File: config.mk
export PLATFORM = sky130hd
export DESIGN_NAME = ffss_ctrl
export DESIGN_NICKNAME = d
export VERILOG_FILES = /design/src/design/ffss_pkg.sv /design/src/design/ffss_ctrl.sv
export SDC_FILE = /design/constraint.sdc
export NUM_CORES = 1
export LEC_CHECK = 0
export ABC_AREA = 1
export BUFFER_PORTS_ARGS = -buffer_cell sky130_fd_sc_hd__buf_2
export CAP_MARGIN = 20
export CORE_AREA = 4 4 48 50
export CTS_CLUSTER_SIZE = 24
export DETAILED_ROUTE_END_ITERATION = 7
export DIE_AREA = 0 0 52 54
export GPL_TIMING_DRIVEN = 0
export PLACE_DENSITY = 0.73
export SYNTH_ARGS = -nofsm -noshare
export SYNTH_HDL_FRONTEND = slang
export SYNTH_SLANG_ARGS = --single-unit
File: constraint.sdc
create_clock -name clk -period 3.4 [get_ports clk]
set_input_delay 0.85 -clock clk [delete_from_list [all_inputs] [get_ports clk]]
set_output_delay 0.85 -clock clk [all_outputs]
set_load 0.05 [all_outputs]
File: src/design/ffss_pkg.sv
package ffss_pkg;

  localparam int POP_MAX_DEF    = 64;
  localparam int OBJ_MAX_DEF    = 4;
  localparam int VALUE_BITS_DEF = 32;

  localparam logic [0:0] REG_SURV_COUNT = 1'b0;
  localparam logic [0:0] REG_OBJ_USE    = 1'b1;

  localparam logic [6:0] SURV_COUNT_RESET = 7'd64;
  localparam logic [2:0] OBJ_USE_RESET    = 3'd2;

  // Datapath commands issued by the controller
  typedef struct packed {
    logic load;        // store the accepted candidate
    logic sort_start;  // clear sort indices for a new pass
    logic sort_rd;     // issue reads of order[i] and order[j]
    logic sort_cmp;    // latch order[i] and order[j] as key read addresses
    logic sort_xchg;   // compare keys and swap when strictly out of order
    logic sort_adv;    // write the j side of a swap, advance the i/j indices
    logic sel_grp;     // 0: infeasible sort, 1: feasible sort
    logic emit_rd;     // read the order entry for the current pick
    logic emit_adv;    // move to the next pick
    logic run_clear;   // reset counts at end of run
  } ffss_cmd_t;

  // Datapath status returned to the controller
  typedef struct packed {
    logic run_done;    // last load completed the run
    logic sort_end;    // no more (i, j) pairs in this pass
    logic emit_last;   // current pick is the final one
  } ffss_sts_t;

endpackage

File: src/design/ffss_ctrl.sv
module ffss_ctrl (
  input  logic                clk,
  input  logic                rst,
  input  logic                in_valid,
  output logic                in_ready,
  output logic                out_valid,
  input  logic                out_ready,
  input  ffss_pkg::ffss_sts_t sts,
  output ffss_pkg::ffss_cmd_t cmd
);

  typedef enum logic [10:0] {
    S_LOAD  = 11'b00000000001,
    S_CHECK = 11'b00000000010,
    S_RD    = 11'b00000000100,
    S_CMP   = 11'b00000001000,
    S_KEY   = 11'b00000010000,
    S_XCHG  = 11'b00000100000,
    S_ADV   = 11'b00001000000,
    S_EMRD  = 11'b00010000000,
    S_EMWT  = 11'b00100000000,
    S_EMIT  = 11'b01000000000,
    S_START = 11'b10000000000
  } state_t;

  state_t state, state_next;
  logic   grp, grp_next;

  always_ff @(posedge clk) begin
    if (rst) begin
      state <= S_LOAD;
      grp   <= 1'b0;
    end else begin
      state <= state_next;
      grp   <= grp_next;
    end
  end

  // Sequence load, two sort passes, then the picks
  always_comb begin
    state_next = state;
    grp_next   = grp;
    cmd        = '0;
    cmd.sel_grp = grp;
    in_ready   = 1'b0;
    out_valid  = 1'b0;
    unique case (state)
      S_LOAD: begin
        in_ready = 1'b1;
        if (in_valid) begin
          cmd.load   = 1'b1;
          state_next = S_CHECK;
        end
      end
      S_CHECK: begin
        if (sts.run_done) begin
          grp_next   = 1'b0;
          state_next = S_START;
        end else begin
          state_next = S_LOAD;
        end
      end
      S_START: begin
        cmd.sort_start = 1'b1;
        state_next     = S_RD;
      end
      S_RD: begin
        if (sts.sort_end) begin
          if (grp) begin
            state_next = S_EMRD;
          end else begin
            grp_next   = 1'b1;
            state_next = S_START;
          end
        end else begin
          cmd.sort_rd = 1'b1;
          state_next  = S_CMP;
        end
      end
      S_CMP: begin
        cmd.sort_cmp = 1'b1;
        state_next   = S_KEY;
      end
      S_KEY: begin
        state_next = S_XCHG;
      end
      S_XCHG: begin
        cmd.sort_xchg = 1'b1;
        state_next    = S_ADV;
      end
      S_ADV: begin
        cmd.sort_adv = 1'b1;
        state_next   = S_RD;
      end
      S_EMRD: begin
        cmd.emit_rd = 1'b1;
        state_next  = S_EMWT;
      end
      S_EMWT: begin
        state_next = S_EMIT;
      end
      S_EMIT: begin
        out_valid = 1'b1;
        if (out_ready) begin
          cmd.emit_adv = 1'b1;
          if (sts.emit_last) begin
            cmd.run_clear = 1'b1;
            state_next    = S_LOAD;
          end else begin
            state_next = S_EMRD;
          end
        end
      end
      default: state_next = S_LOAD;
    endcase
  end

endmodule

==> results by stage, run 1 <==
Timing:
- The minimum period implied by the final worst setup slack is 2.48 ns.
- After routing, the total negative slack on setup checks comes to 0 ns.
- Final hold analysis gives a worst-case slack of 0.572 ns.
- The highest attainable clock frequency is 403 MHz.
- Setup repair after global routing left no endpoint under its margin.
- The worst pin sits at a relative slew slack of 72.4%.
- The final clock skew is 0.000516 ns.
- The total count of hold-check failures in the final report is 0.
- Setup violations remaining at the end of the flow were counted as 0.
- The worst path uses 72.9% of the clock period.
- The number of pins exceeding their max-slew limit in the final report is 0.
- The measured slew at the worst slew-check pin is 0.414 ns.

Worst setup path:
- STA puts the critical path data required time at 2.55 ns.
- The cell at the slowest stage of the critical path is sky130_fd_sc_hd__dfxtp_1.
- Measured in cells, the most critical reg-to-reg path has a length of 10.
- The number of buffers and inverters on the critical path is 1.
- Among cell families on the critical path, the largest total delay comes from simple AND/OR/NAND/NOR gates.
- Along the worst path, the maximum fanout reaches 6.
- The startpoint kind of the worst setup timing path is a flop.
- The longest individual stage delay on the worst path is 0.34 ns.
- STA classifies the critical path endpoint as a primary output.
- The signal on the critical path passes through nor2_2 -> nand2_4 -> nor2_4 -> nand2_1 -> nor2_1 -> buf_2.
- Data on the critical path arrives at its endpoint at 1.63 ns.
- The critical path class is reg2out.
- The count of cell instances traversed by the critical path is 6.

Die:
- The die height is 54 um.
- The number of placed I/O pins is 19.
- The die width is 52 um.
- The initialized floorplan defines 16 standard-cell rows.
- The core region is 1900 um^2.
- The initial standard-cell utilization of the core is 42.2%.
- The full die area is 2810 um^2.

Global routing:
- For this run, the total global-route usage over all layers was measured as 14.5%.
- The via count of the first global-routing pass was 719.
- The total congestion overflow is 0.
- The first global-routing pass estimated 2900 um of wire.
- The pin count of the biggest net entering global routing is 9.
- The initial antenna violation count was 0.

Logic synthesis:
- The synthesized netlist contains 24 unique library cells.
- In the synthesized netlist, the number of instances is 120.
- The sequential fraction of the synthesis area is 30.0%.
- The average size of a mapped cell is 6.68 um^2.
- The area fraction in and, or, nand and nor cells after synthesis is 51.2%.
- The multiplexer fraction of the synthesized cell area is 0%.
- The combinational family with the most area after synthesis is simple AND/OR/NAND/NOR gates.
- During synthesis, Yosys emitted a total of 0 warnings.
- The register bit count reported by yosys is 12.
- The fraction of the mapped netlist area in adder cells is 0%.
- Summing the areas of all compound-gate instances in the mapped netlist gives 5.62% of the synthesized area.
- The synthesized netlist devotes 0% of its cell area to XOR and XNOR gates.
- In this run the cell area of the synthesized design comes to 802 um^2.
- The synthesized netlist net count is 127.

CTS:
- The number of gates resized after CTS is 0.
- Clock tree synthesis found a total of 12 sinks.
- The clock edge transition at the registers on the reported setup and hold paths is 0.08 ns.
- The clock root buffer master is sky130_fd_sc_hd__clkbuf_4.
- The clock passes through at most 2 buffers.
- The number of hold buffers added after CTS was 0.
- The total number of H-tree levels is 1.
- The number of setup buffers added after CTS is 0.
- At the later pin of the worst-skew pair, clock insertion delay measures 0.28 ns.
- The CTS tree is built.
- The clock buffer count from CTS is 3.

Power and ir drop:
- For this design the ratio of total power to cell area is 656 nW/um^2.
- The worst IR drop on VDD is 0.412 mV.
- The leakage power summed over all cells is 0.533 nW.

Hold path:
- In this run the worst hold path is classified as reg2reg.
- The cell depth of the worst hold path is 2.

Drt:
- The final wirelength is 1840 um.
- The DRC violations left is 0.
- The wire length per cell is 11.0 um.
- The detailed router finished its first iteration with 17 violations.
- The number of routed nets with antenna violations is 0.
- The per-cell via count in the routed design is 4.71.
- The via count is 787.
- The number of iterations in the first detailed-routing pass is 4.

Placement:
- The congestion estimate from routability-driven global placement came to 0.790.
- The placed wire-length estimate is 1470 um.
- Port buffering added 17 buffers.
- The post-detailed-placement cell area is 921 um^2.
- In this run, placement finished with an instance count of 164.

Outcome:
- The flow ran to the end, and the final reports show no timing, DRC or antenna violations.

Layout:
- The fraction of layout cells with a size suffix above 1 is 29.3%.
- The total non-filler cell area in the finished layout is 943 um^2.
- The number of antenna diodes in the final layout is 0.
- Once layout is complete, the cells apart from fillers number 167.
- From synthesis to final layout, the design area changed by 17.6%.
- At the end of the flow, the number of nets in the layout was 149.

Flow run:
- Max-cap violations in this run came to 0.
power by group:
| part | switching (mW) | leakage [nW] | internal [mW] |
|---|---|---|---|
| Combinational | 0.248 | 0.421 | 0.101 |
| Sequential | 0.0171 | 0.0975 | 0.161 |
| Clock | 0.0502 | 0.0138 | 0.0411 |
| Total | 0.316 | 0.533 | 0.304 |
cells in the mapped netlist:
| cell | n | share of area [%] |
|---|---|---|
| sky130_fd_sc_hd__nand2_1 | 29 | 14 |
| sky130_fd_sc_hd__inv_1 | 22 | 10 |
| sky130_fd_sc_hd__nor2_1 | 13 | 6.1 |
| sky130_fd_sc_hd__dfxtp_1 | 12 | 30 |
| sky130_fd_sc_hd__nor3_1 | 9 | 5.6 |
| sky130_fd_sc_hd__nor2_2 | 5 | 3.9 |
| sky130_fd_sc_hd__nand2_2 | 4 | 3.1 |
| sky130_fd_sc_hd__a31oi_1 | 3 | 2.3 |
| sky130_fd_sc_hd__nand2_4 | 3 | 4.2 |
| sky130_fd_sc_hd__and3_1 | 2 | 1.6 |
| sky130_fd_sc_hd__inv_4 | 2 | 1.6 |
| sky130_fd_sc_hd__nand3_1 | 2 | 1.2 |
| sky130_fd_sc_hd__nand4_1 | 2 | 1.6 |
| sky130_fd_sc_hd__nor2_4 | 2 | 2.8 |
| sky130_fd_sc_hd__a21oi_1 | 1 | 0.62 |
| sky130_fd_sc_hd__buf_1 | 1 | 0.47 |
| sky130_fd_sc_hd__buf_4 | 1 | 0.94 |
| sky130_fd_sc_hd__nand2_8 | 1 | 2.5 |
| sky130_fd_sc_hd__nand3_4 | 1 | 2.2 |
| sky130_fd_sc_hd__nor3_4 | 1 | 2.0 |
| sky130_fd_sc_hd__nor4_1 | 1 | 0.78 |
| sky130_fd_sc_hd__o211ai_1 | 1 | 0.94 |
| sky130_fd_sc_hd__o21ai_1 | 1 | 0.62 |
| sky130_fd_sc_hd__o21ai_2 | 1 | 1.1 |
stage by stage:
stage,setup slack [ns],power (mW),util (%)
after CTS,0.924,0.625,49.6
after global placement,1.12,0.520,48.4
after detailed placement,1.12,0.533,48.4
final,0.920,0.619,49.6
after global routing,0.852,0.658,49.6
after floorplan,0.546,0.464,-
final timing paths:
kind	to	start	slack, ns
max	cmd[9]	state[4]$_SDFFE_PP0P_	0.92
max reg2reg	state[0]$_SDFFE_PP1P_	state[4]$_SDFFE_PP0P_	2.01
min	state[7]$_SDFFE_PP0P_	grp$_SDFFE_PP0P_	0.57
min reg2reg	state[7]$_SDFFE_PP0P_	grp$_SDFFE_PP0P_	0.57
routing by layer:
layer  part of all wire, %  track usage (%)
met2                    51             25.9
met5                     0                0
met1                    40             15.2
met3                   4.6             1.94
met4                   4.0             11.4
cells in the final DEF, fill, tap and decap left out, drive strengths merged:
cell / n
and3: 2
nand2: 37
nor3: 10
buf: 19
nor4: 1
clkbuf: 3
a21oi: 1
inv: 24
nor2: 20
a31oi: 3
dfxtp: 12
nand3: 3
o211ai: 1
o21ai: 2
nand4: 2
kinds of logic after synthesis:
logic type	after synthesis
AND/OR/NAND/NOR	75
buffers and inverters	26
flip-flops	12
AO/OA/AOI/OAI	7
state kept, by name, summed over array words and instances, names as in the netlist:
signal,count
state,11
grp,1
layout make-up:
class	instances	area, um^2
Buffer	2	11.3
Clock buffer	3	22.5
Fill cell	221	958
Inverter	24	95.1
Multi-Input combinational cell	82	455
Sequential cell	12	240
Tap cell	27	33.8
Timing Repair Buffer	17	85.1
worst reg2reg max path: stages, from the launching register on:
cell and delay, ns:
sky130_fd_sc_hd__dfxtp_1 0.34, sky130_fd_sc_hd__nor2_2 0.17, sky130_fd_sc_hd__nand2_4 0.10, sky130_fd_sc_hd__nor2_4 0.19, sky130_fd_sc_hd__nand2_2 0.13, sky130_fd_sc_hd__nand2_1 0.09, sky130_fd_sc_hd__nor2_1 0.05, sky130_fd_sc_hd__nand3_1 0.06
sky130_fd_sc_hd__nand2_1 0.06, sky130_fd_sc_hd__nand2_1 0.06, sky130_fd_sc_hd__nand2_1 0.04
No activity file was read; power rests on OpenSTA's default activity.
==> run 2, diff against run 1 <==
--- a/config.mk
+++ b/config.mk
@@ -13,7 +13,7 @@
 export DETAILED_ROUTE_END_ITERATION = 7
 export DIE_AREA = 0 0 52 54
 export GPL_TIMING_DRIVEN = 0
-export PLACE_DENSITY = 0.73
+export PLACE_DENSITY = 0.76
 export SYNTH_ARGS = -nofsm -noshare
 export SYNTH_HDL_FRONTEND = slang
 export SYNTH_SLANG_ARGS = --single-unit
==> constraint.sdc (replaced) <==
create_clock -name clk -period 2.1 [get_ports clk]
set_input_delay 0.525 -clock clk [delete_from_list [all_inputs] [get_ports clk]]
set_output_delay 0.525 -clock clk [all_outputs]
set_load 0.05 [all_outputs]
==> results by stage, run 2 (synthesized netlist as in run 1, its figures left out) <==
Drt:
- The number of routed nets with antenna violations is 0 (unchanged).
- The via count is 803 (+2.0%).
- The final wirelength is 1850 um (+0.60%).
- The DRC violations left came to 0 (unchanged).
- The number of iterations in the first detailed-routing pass is 4 (unchanged).
- The wire length per cell came to 10.9 um (-0.59%).
- The number of DRC markers in iteration 0 is 23 (+6).
- The per-cell via count in the routed design is 4.75 (+0.83%).

Die:
- The die height is 54 um (unchanged).
- The full die area is 2810 um^2 (unchanged).
- The initial standard-cell utilization of the core is 42.2% (unchanged).
- The floorplan row count is 16 (unchanged).
- The area of the core region came to 1900 um^2 (unchanged).
- The number of placed I/O pins is 19 (unchanged).
- The die width is 52 um (unchanged).

Timing:
- The smallest clock period supported by the final layout is computed as 2.02 ns.
- The final setup slack of the worst path was 0.0755 ns (-0.844 ns).
- The total negative setup slack is 0 ns (unchanged).
- The part of the cycle the worst path needs is 96.4%.
- The headroom to the max-slew limit was 74.4% (+2.0 points).
- The total count of hold-check failures in the final report is 0 (unchanged).
- The final setup violation count is 0 (unchanged).
- The final hold slack is 0.495 ns (-0.0772 ns).
- The final clock skew is 0.00710 ns (+0.00658 ns).
- The measured slew at the worst slew-check pin is 0.384 ns (-0.0300 ns).
- Setup repair after global routing left no endpoint under its margin.
- The highest attainable clock frequency is 494 MHz.
- The number of pins exceeding their max-slew limit in the final report was 0 (unchanged).

Worst setup path:
- The worst register-to-register path ends at state[7]$_SDFFE_PP0P_.
- STA classifies the critical path startpoint as a flop.
- The reg-to-reg startpoint is state[4]$_SDFFE_PP0P_.
- By startpoint and endpoint, the worst setup path is classified as reg2out.
- The data required time at the worst endpoint is 1.57 ns (-0.98 ns).
- The cell at the slowest stage of the critical path is sky130_fd_sc_hd__dfxtp_1.
- The data arrival at the endpoint of the critical path is 1.50 ns (-0.13 ns).
- The worst reg-to-reg setup slack is 0.62 ns (-1.39 ns).
- The longest individual stage delay on the worst path is 0.34 ns (about the same).
- The critical path goes through nor2_2 -> nand2_4 -> nor2_4 -> nand2_1 -> nor2_1 -> buf_4.
- STA classifies the critical path endpoint as a primary output.
- The largest fanout of any net on the critical path came to 4 (-2).
- The cell count of the worst reg-to-reg path is 9 (-1).

Layout:
- Leaving out fill and tap cells, the most frequent cell in the layout is sky130_fd_sc_hd__nand2_1.
- The area added between synthesis and finish is 23.7%.
- The final-layout fill cell count is 182 (-18%).
- The library cells used most frequently in the layout, excluding fill and tap cells, are sky130_fd_sc_hd__nand2_1 (29), sky130_fd_sc_hd__inv_1 (22), sky130_fd_sc_hd__nor2_1 (13), sky130_fd_sc_hd__dfxtp_1 (12), sky130_fd_sc_hd__buf_2 (10).
- The footprint of the flip-flops and latches is 240 um^2 (unchanged).
- Counting flops per register, the top entry is state.
- The number of nets in the layout is 150 (+0.67%).
- The antenna diode count is 0 (unchanged).
- The area of the multi-input gates is 465 um^2 (+2.2%).
- The largest registers in the layout are state: 11 flops, grp: 1 flops.
- The flip-flop count of the largest register after layout was 11 (unchanged).
- The number of non-filler instances in the completed layout is 169 (+1.2%).
- The fraction of layout cells with a size suffix above 1 came to 31.0% (+1.7 points).

Power and ir drop:
- The power density relative to cell area came to 1080 nW/um^2 (+65%).
- The leakage power summed over all cells is 0.545 nW (+2.4%).
- The worst IR drop on VDD was 0.554 mV (+34%).
- The final total power is 1.07 mW (+73%).

Placement:
- The placed wire-length estimate is 1510 um (+3.2%).
- The post-placement cell count came to 164 (unchanged).
- The post-place setup slack is 0.267 ns (-0.850 ns).
- The port buffer count was 17 (unchanged).
- The final weighted congestion of routability-driven global placement was 0.816 (+3.2%).

Global routing:
- The via count of the first global-routing pass came to 699 (-2.8%).
- The initial antenna violation count is 0 (unchanged).
- The total congestion overflow is 0 (unchanged).
- The global-route wire length before repair is 2910 um (+0.45%).
- The global router's overall resource usage is 14.0% (-0.45 points).
- The pin count of the biggest net entering global routing came to 9 (unchanged).

CTS:
- The clock edge transition at the registers on the reported setup and hold paths is 0.08 ns (about the same).
- The maximum buffer depth of the clock tree is 2 (unchanged).
- The total number of H-tree levels is 1 (unchanged).
- The number of hold-repair buffers added at the cts stage came to 0 (unchanged).
- The CTS tree is built.
- The clock buffer count from CTS came to 3 (unchanged).
- The TritonCTS sink count is 12 (unchanged).
- The worst-skew pair later-pin latency is 0.27 ns (about the same).
- The cell sitting at the root of the clock tree is a sky130_fd_sc_hd__clkbuf_4.

Hold path:
- The start point of the worst hold path is sts[1].
- The cell depth of the worst hold path is 2 (unchanged).
- The worst hold path terminates at state[3]$_SDFFE_PP0P_.
- The tightest min-delay check is of the in2reg type.

Outcome:
- The flow ran to the end, and the final reports show no timing, DRC or antenna violations.

Flow run:
- The max-capacitance violation count came to 0 (unchanged).
## run 2: cell types whose count changed in the layout (fill, tap and decap cells not counted), sizes merged
cell    previous run  this run
clkbuf             3         7
buf               19        17
## run 2: routing by layer
layer	GRT usage, %	wire, um	vias to the layer above
met5	0	0	-
met4	6.11	48	0
met3	3.05	83	6
li1	-	-	420
met2	25.1	937	19
met1	15.9	776	358
## run 2: how the worst max path moves through the flow
stage / from / to / slack [ns]
after global placement: state[4]$_SDFFE_PP0P_ / cmd[9] / 0.30
final: state[4]$_SDFFE_PP0P_ / cmd[9] / 0.08
after CTS: state[4]$_SDFFE_PP0P_ / in_ready / 0.01
after detailed placement: state[4]$_SDFFE_PP0P_ / cmd[9] / 0.27
after floorplan: state[4]$_SDFFE_PP0P_ / cmd[9] / 0.07
after global routing: state[2]$_SDFFE_PP0P_ / cmd[0] / 0.0003
## run 2: area by class of cell
type,count,share of cell area [%]
clock buffers,4,3.66
repair buffers,18,11.1
well taps,27,3.40
plain buffers,2,1.13
multi-input cells,82,46.9
inverters,24,9.58
flip-flops and latches,12,24.2
## run 2: stage by stage
| stage | cell area, um^2 | util [%] |
|---|---|---|
| 2_1_floorplan | 807 | - |
| 3_3_place_gp | 926 | 48.7 |
| 3_5_place_dp | 926 | 48.7 |
| 4_1_cts | 967 | 50.9 |
| 5_1_grt | 992 | 52.2 |
| 6_report | 992 | 52.2 |
## run 2: timing repair
item	4_1_cts	5_1_grt
setup buffers	0	1
setup endpoints to repair	2	10
gates resized for setup	2	8
pin swaps	0	1
## run 2: report_power, final
group / leakage [nW] / internal [mW] / total [mW] / switching, mW
logic: 0.427 / 0.191 / 0.602 / 0.411
clock network: 0.0210 / 0.105 / 0.183 / 0.0781
registers: 0.0975 / 0.261 / 0.288 / 0.0273
total: 0.545 / 0.558 / 1.07 / 0.516
## run 2: worst max-delay path: cells and delay by family (launching register included)
| kind | cells | cell delay, ns |
|---|---|---|
| simple gates | 5 | 0.68 |
| buf+inv | 1 | 0.20 |
| flops | 1 | 0.34 |
==> run 3, diff against run 2 <==
--- a/config.mk
+++ b/config.mk
@@ -8,10 +8,10 @@
 export ABC_AREA = 1
 export BUFFER_PORTS_ARGS = -buffer_cell sky130_fd_sc_hd__buf_2
 export CAP_MARGIN = 20
-export CORE_AREA = 4 4 48 50
+export CORE_AREA = 2 2 46 48
 export CTS_CLUSTER_SIZE = 24
 export DETAILED_ROUTE_END_ITERATION = 7
-export DIE_AREA = 0 0 52 54
+export DIE_AREA = 0 0 48 50
 export GPL_TIMING_DRIVEN = 0
 export PLACE_DENSITY = 0.76
 export SYNTH_ARGS = -nofsm -noshare
==> results by stage, run 3 (synthesized netlist as in run 1, its figures left out) <==
Outcome:
- The run finished with clean final reports.

Placement:
- The post-placement cell count is 164 (unchanged).
- The final weighted congestion of routability-driven global placement is 0.811 (-0.56%).
- The port buffer count was 17 (unchanged).
- The placed wire-length estimate is 1380 um (-8.9%).

Worst setup path:
- The critical path class is reg2out.
- The startpoint kind of the worst setup timing path is a flop.
- The end of the worst register-to-register path is state[7]$_SDFFE_PP0P_.
- The end of the critical path is cmd[7].
- The reg-to-reg startpoint is state[4]$_SDFFE_PP0P_.
- The endpoint type of the worst setup path is a primary output.
- The worst reg-to-reg setup slack is 0.61 ns (about the same).
- The cell count of the worst reg-to-reg path is 9 (unchanged).
- The largest fanout of any net on the critical path came to 6 (+2).
- The data arrival at the endpoint of the critical path is 1.50 ns (about the same).
- The most critical setup path has its startpoint at state[4]$_SDFFE_PP0P_.
- The data required time at the worst endpoint came to 1.57 ns (about the same).

Die:
- The area of the core region is 1900 um^2 (unchanged).
- The full die area is 2400 um^2 (-15%).
- The initial standard-cell utilization of the core is 42.2% (unchanged).
- The number of placed I/O pins is 19 (unchanged).
- The floorplan row count is 16 (unchanged).
- The die height is 50 um (-7.4%).
- The die width is 48 um (-7.7%).

CTS:
- The worst-skew pair later-pin latency came to 0.28 ns (about the same).
- The clock edge transition at the registers on the reported setup and hold paths came to 0.07 ns (about the same).
- The CTS tree is built.
- The maximum buffer depth of the clock tree came to 2 (unchanged).
- The total number of H-tree levels is 1 (unchanged).
- The tree is rooted in a sky130_fd_sc_hd__clkbuf_4.
- The number of hold-repair buffers added at the cts stage is 0 (unchanged).
- The TritonCTS sink count is 12 (unchanged).
- The clock buffer count from CTS is 3 (unchanged).

Drt:
- The number of DRC markers in iteration 0 is 21 (-8.7%).
- The final wirelength is 1770 um (-4.2%).
- The via count is 800 (-0.37%).
- The per-cell via count in the routed design is 4.73 (-0.37%).
- The DRC violations left is 0 (unchanged).
- The wire length per cell came to 10.5 um (-4.2%).
- The number of iterations in the first detailed-routing pass was 4 (unchanged).
- The number of routed nets with antenna violations is 0 (unchanged).

Timing:
- The final clock skew was 0.00147 ns (-0.00563 ns).
- The measured slew at the worst slew-check pin was 0.404 ns (+0.0197 ns).
- The part of the cycle the worst path needs is 96.5% (+0.12 points).
- The headroom to the max-slew limit is 73.1% (-1.3 points).
- The minimum period implied by the final worst setup slack is 2.03 ns (+0.00253 ns).
- The final setup violation count came to 0 (unchanged).
- The final hold slack is 0.479 ns (-0.0154 ns).
- The number of pins exceeding their max-slew limit in the final report is 0 (unchanged).
- The total count of hold-check failures in the final report is 0 (unchanged).
- The highest attainable clock frequency came to 493 MHz (-0.12%).

Global routing:
- The initial antenna violation count is 0 (unchanged).
- The total congestion overflow is 0 (unchanged).
- The via count of the first global-routing pass is 734 (+5.0%).
- The global-route wire length before repair was 2930 um (+0.72%).
- The global router's overall resource usage came to 17.2% (+3.2 points).
- The pin count of the biggest net entering global routing was 9 (unchanged).

Layout:
- The final-layout fill cell count is 198 (+8.8%).
- The footprint of the flip-flops and latches came to 240 um^2 (unchanged).
- The number of non-filler instances in the completed layout is 169 (unchanged).
- The fraction of layout cells with a size suffix above 1 is 31.7% (+0.70 points).
- The area of the multi-input gates is 478 um^2 (+2.7%).
- The library cell used most frequently in the layout, excluding fill and tap cells, is sky130_fd_sc_hd__nand2_1.
- The largest registers in the layout are state: 11 flops, grp: 1 flops.
- The flip-flop count of the largest register after layout is 11 (unchanged).
- The antenna diode count came to 0 (unchanged).
- The register ranked first by flip-flop count is state.
- The number of nets in the layout came to 151 (+0.67%).
- The area added between synthesis and finish is 25.4%.
- The top cell types in the final layout, fill and taps aside, are sky130_fd_sc_hd__nand2_1 (28), sky130_fd_sc_hd__inv_1 (22), sky130_fd_sc_hd__nor2_1 (13), sky130_fd_sc_hd__dfxtp_1 (12), sky130_fd_sc_hd__buf_2 (10).

Power and ir drop:
- The leakage power summed over all cells is 0.548 nW (+0.54%).
- The worst IR drop on VDD is 0.674 mV (+22%).
- The power density relative to cell area is 1060 nW/um^2 (-2.1%).

Flow run:
- The max-capacitance violation count came to 0 (unchanged).

Hold path:
- The worst hold path belongs to the class in2reg.
- The cell depth of the worst hold path is 2 (unchanged).
## run 3: changes by cell type in the layout (fill, tap and decap cells not counted)
cell,before,now
sky130_fd_sc_hd__nand2_2,4,5
sky130_fd_sc_hd__nor2_4,3,5
sky130_fd_sc_hd__nand2_1,29,28
sky130_fd_sc_hd__nor2_2,4,2
sky130_fd_sc_hd__buf_4,6,5
sky130_fd_sc_hd__clkbuf_8,1,0
sky130_fd_sc_hd__buf_6,0,2
## run 3: critical path, cell delays in order, from the launching register on
cell and delay (ns):
sky130_fd_sc_hd__dfxtp_1 0.34, sky130_fd_sc_hd__nor2_4 0.15, sky130_fd_sc_hd__nand2_4 0.10, sky130_fd_sc_hd__nor2_4 0.20, sky130_fd_sc_hd__nand2_2 0.12, sky130_fd_sc_hd__nor2_1 0.11
sky130_fd_sc_hd__buf_4 0.20
## run 3: worst min path at each step
stage / from / to
after CTS: sts[1] / state[3]$_SDFFE_PP0P_
after global placement: grp$_SDFFE_PP0P_ / state[7]$_SDFFE_PP0P_
final: sts[1] / state[3]$_SDFFE_PP0P_
after floorplan: grp$_SDFFE_PP0P_ / state[7]$_SDFFE_PP0P_
after detailed placement: grp$_SDFFE_PP0P_ / state[7]$_SDFFE_PP0P_
after global routing: sts[1] / state[3]$_SDFFE_PP0P_
## run 3: metrics by stage
step / TNS (ns) / worst slack [ns] / instance area (um^2) / power (mW) / util, %
2_1_floorplan: 0 / 0.0738 / 807 / 0.751 / -
3_3_place_gp: 0 / 0.309 / 926 / 0.839 / 48.7
3_5_place_dp: 0 / 0.263 / 926 / 0.855 / 48.7
4_1_cts: 0 / 0.0131 / 956 / 1.01 / 50.3
5_1_grt: -0.0576 / -0.0229 / 1010 / 1.14 / 52.9
6_report: 0 / 0.0730 / 1010 / 1.07 / 52.9
## run 3: final cells by class
class,instances,share of cell area [%]
sequential,12,23.9
timing repair buffer,19,12.4
buffer,2,1.12
tap,27,3.36
clock buffer,3,2.24
inverter,24,9.45
multi-input combinational,82,47.5
## run 3: where the power goes
group / total [mW] / switching [mW] / leakage [nW] / internal (mW)
Clock: 0.145 / 0.0784 / 0.0138 / 0.0665
Combinational: 0.632 / 0.419 / 0.437 / 0.214
Sequential: 0.289 / 0.0281 / 0.0975 / 0.261
Total: 1.07 / 0.525 / 0.548 / 0.541
## run 3: routing by layer
| layer | GRT usage, % | vias up | routed length, um |
|---|---|---|---|
| met3 | 2.20 | 7 | 49 |
| met2 | 29.3 | 15 | 921 |
| met5 | 0 | - | 0 |
| met4 | 9.46 | 0 | 52 |
| met1 | 19.4 | 362 | 746 |
| li1 | - | 416 | - |
## run 3: timing repair
item,in CTS,in global routing
setup endpoints to repair,3,10
resized for setup,3,11
buffers inserted,0,2
pin swaps,0,1
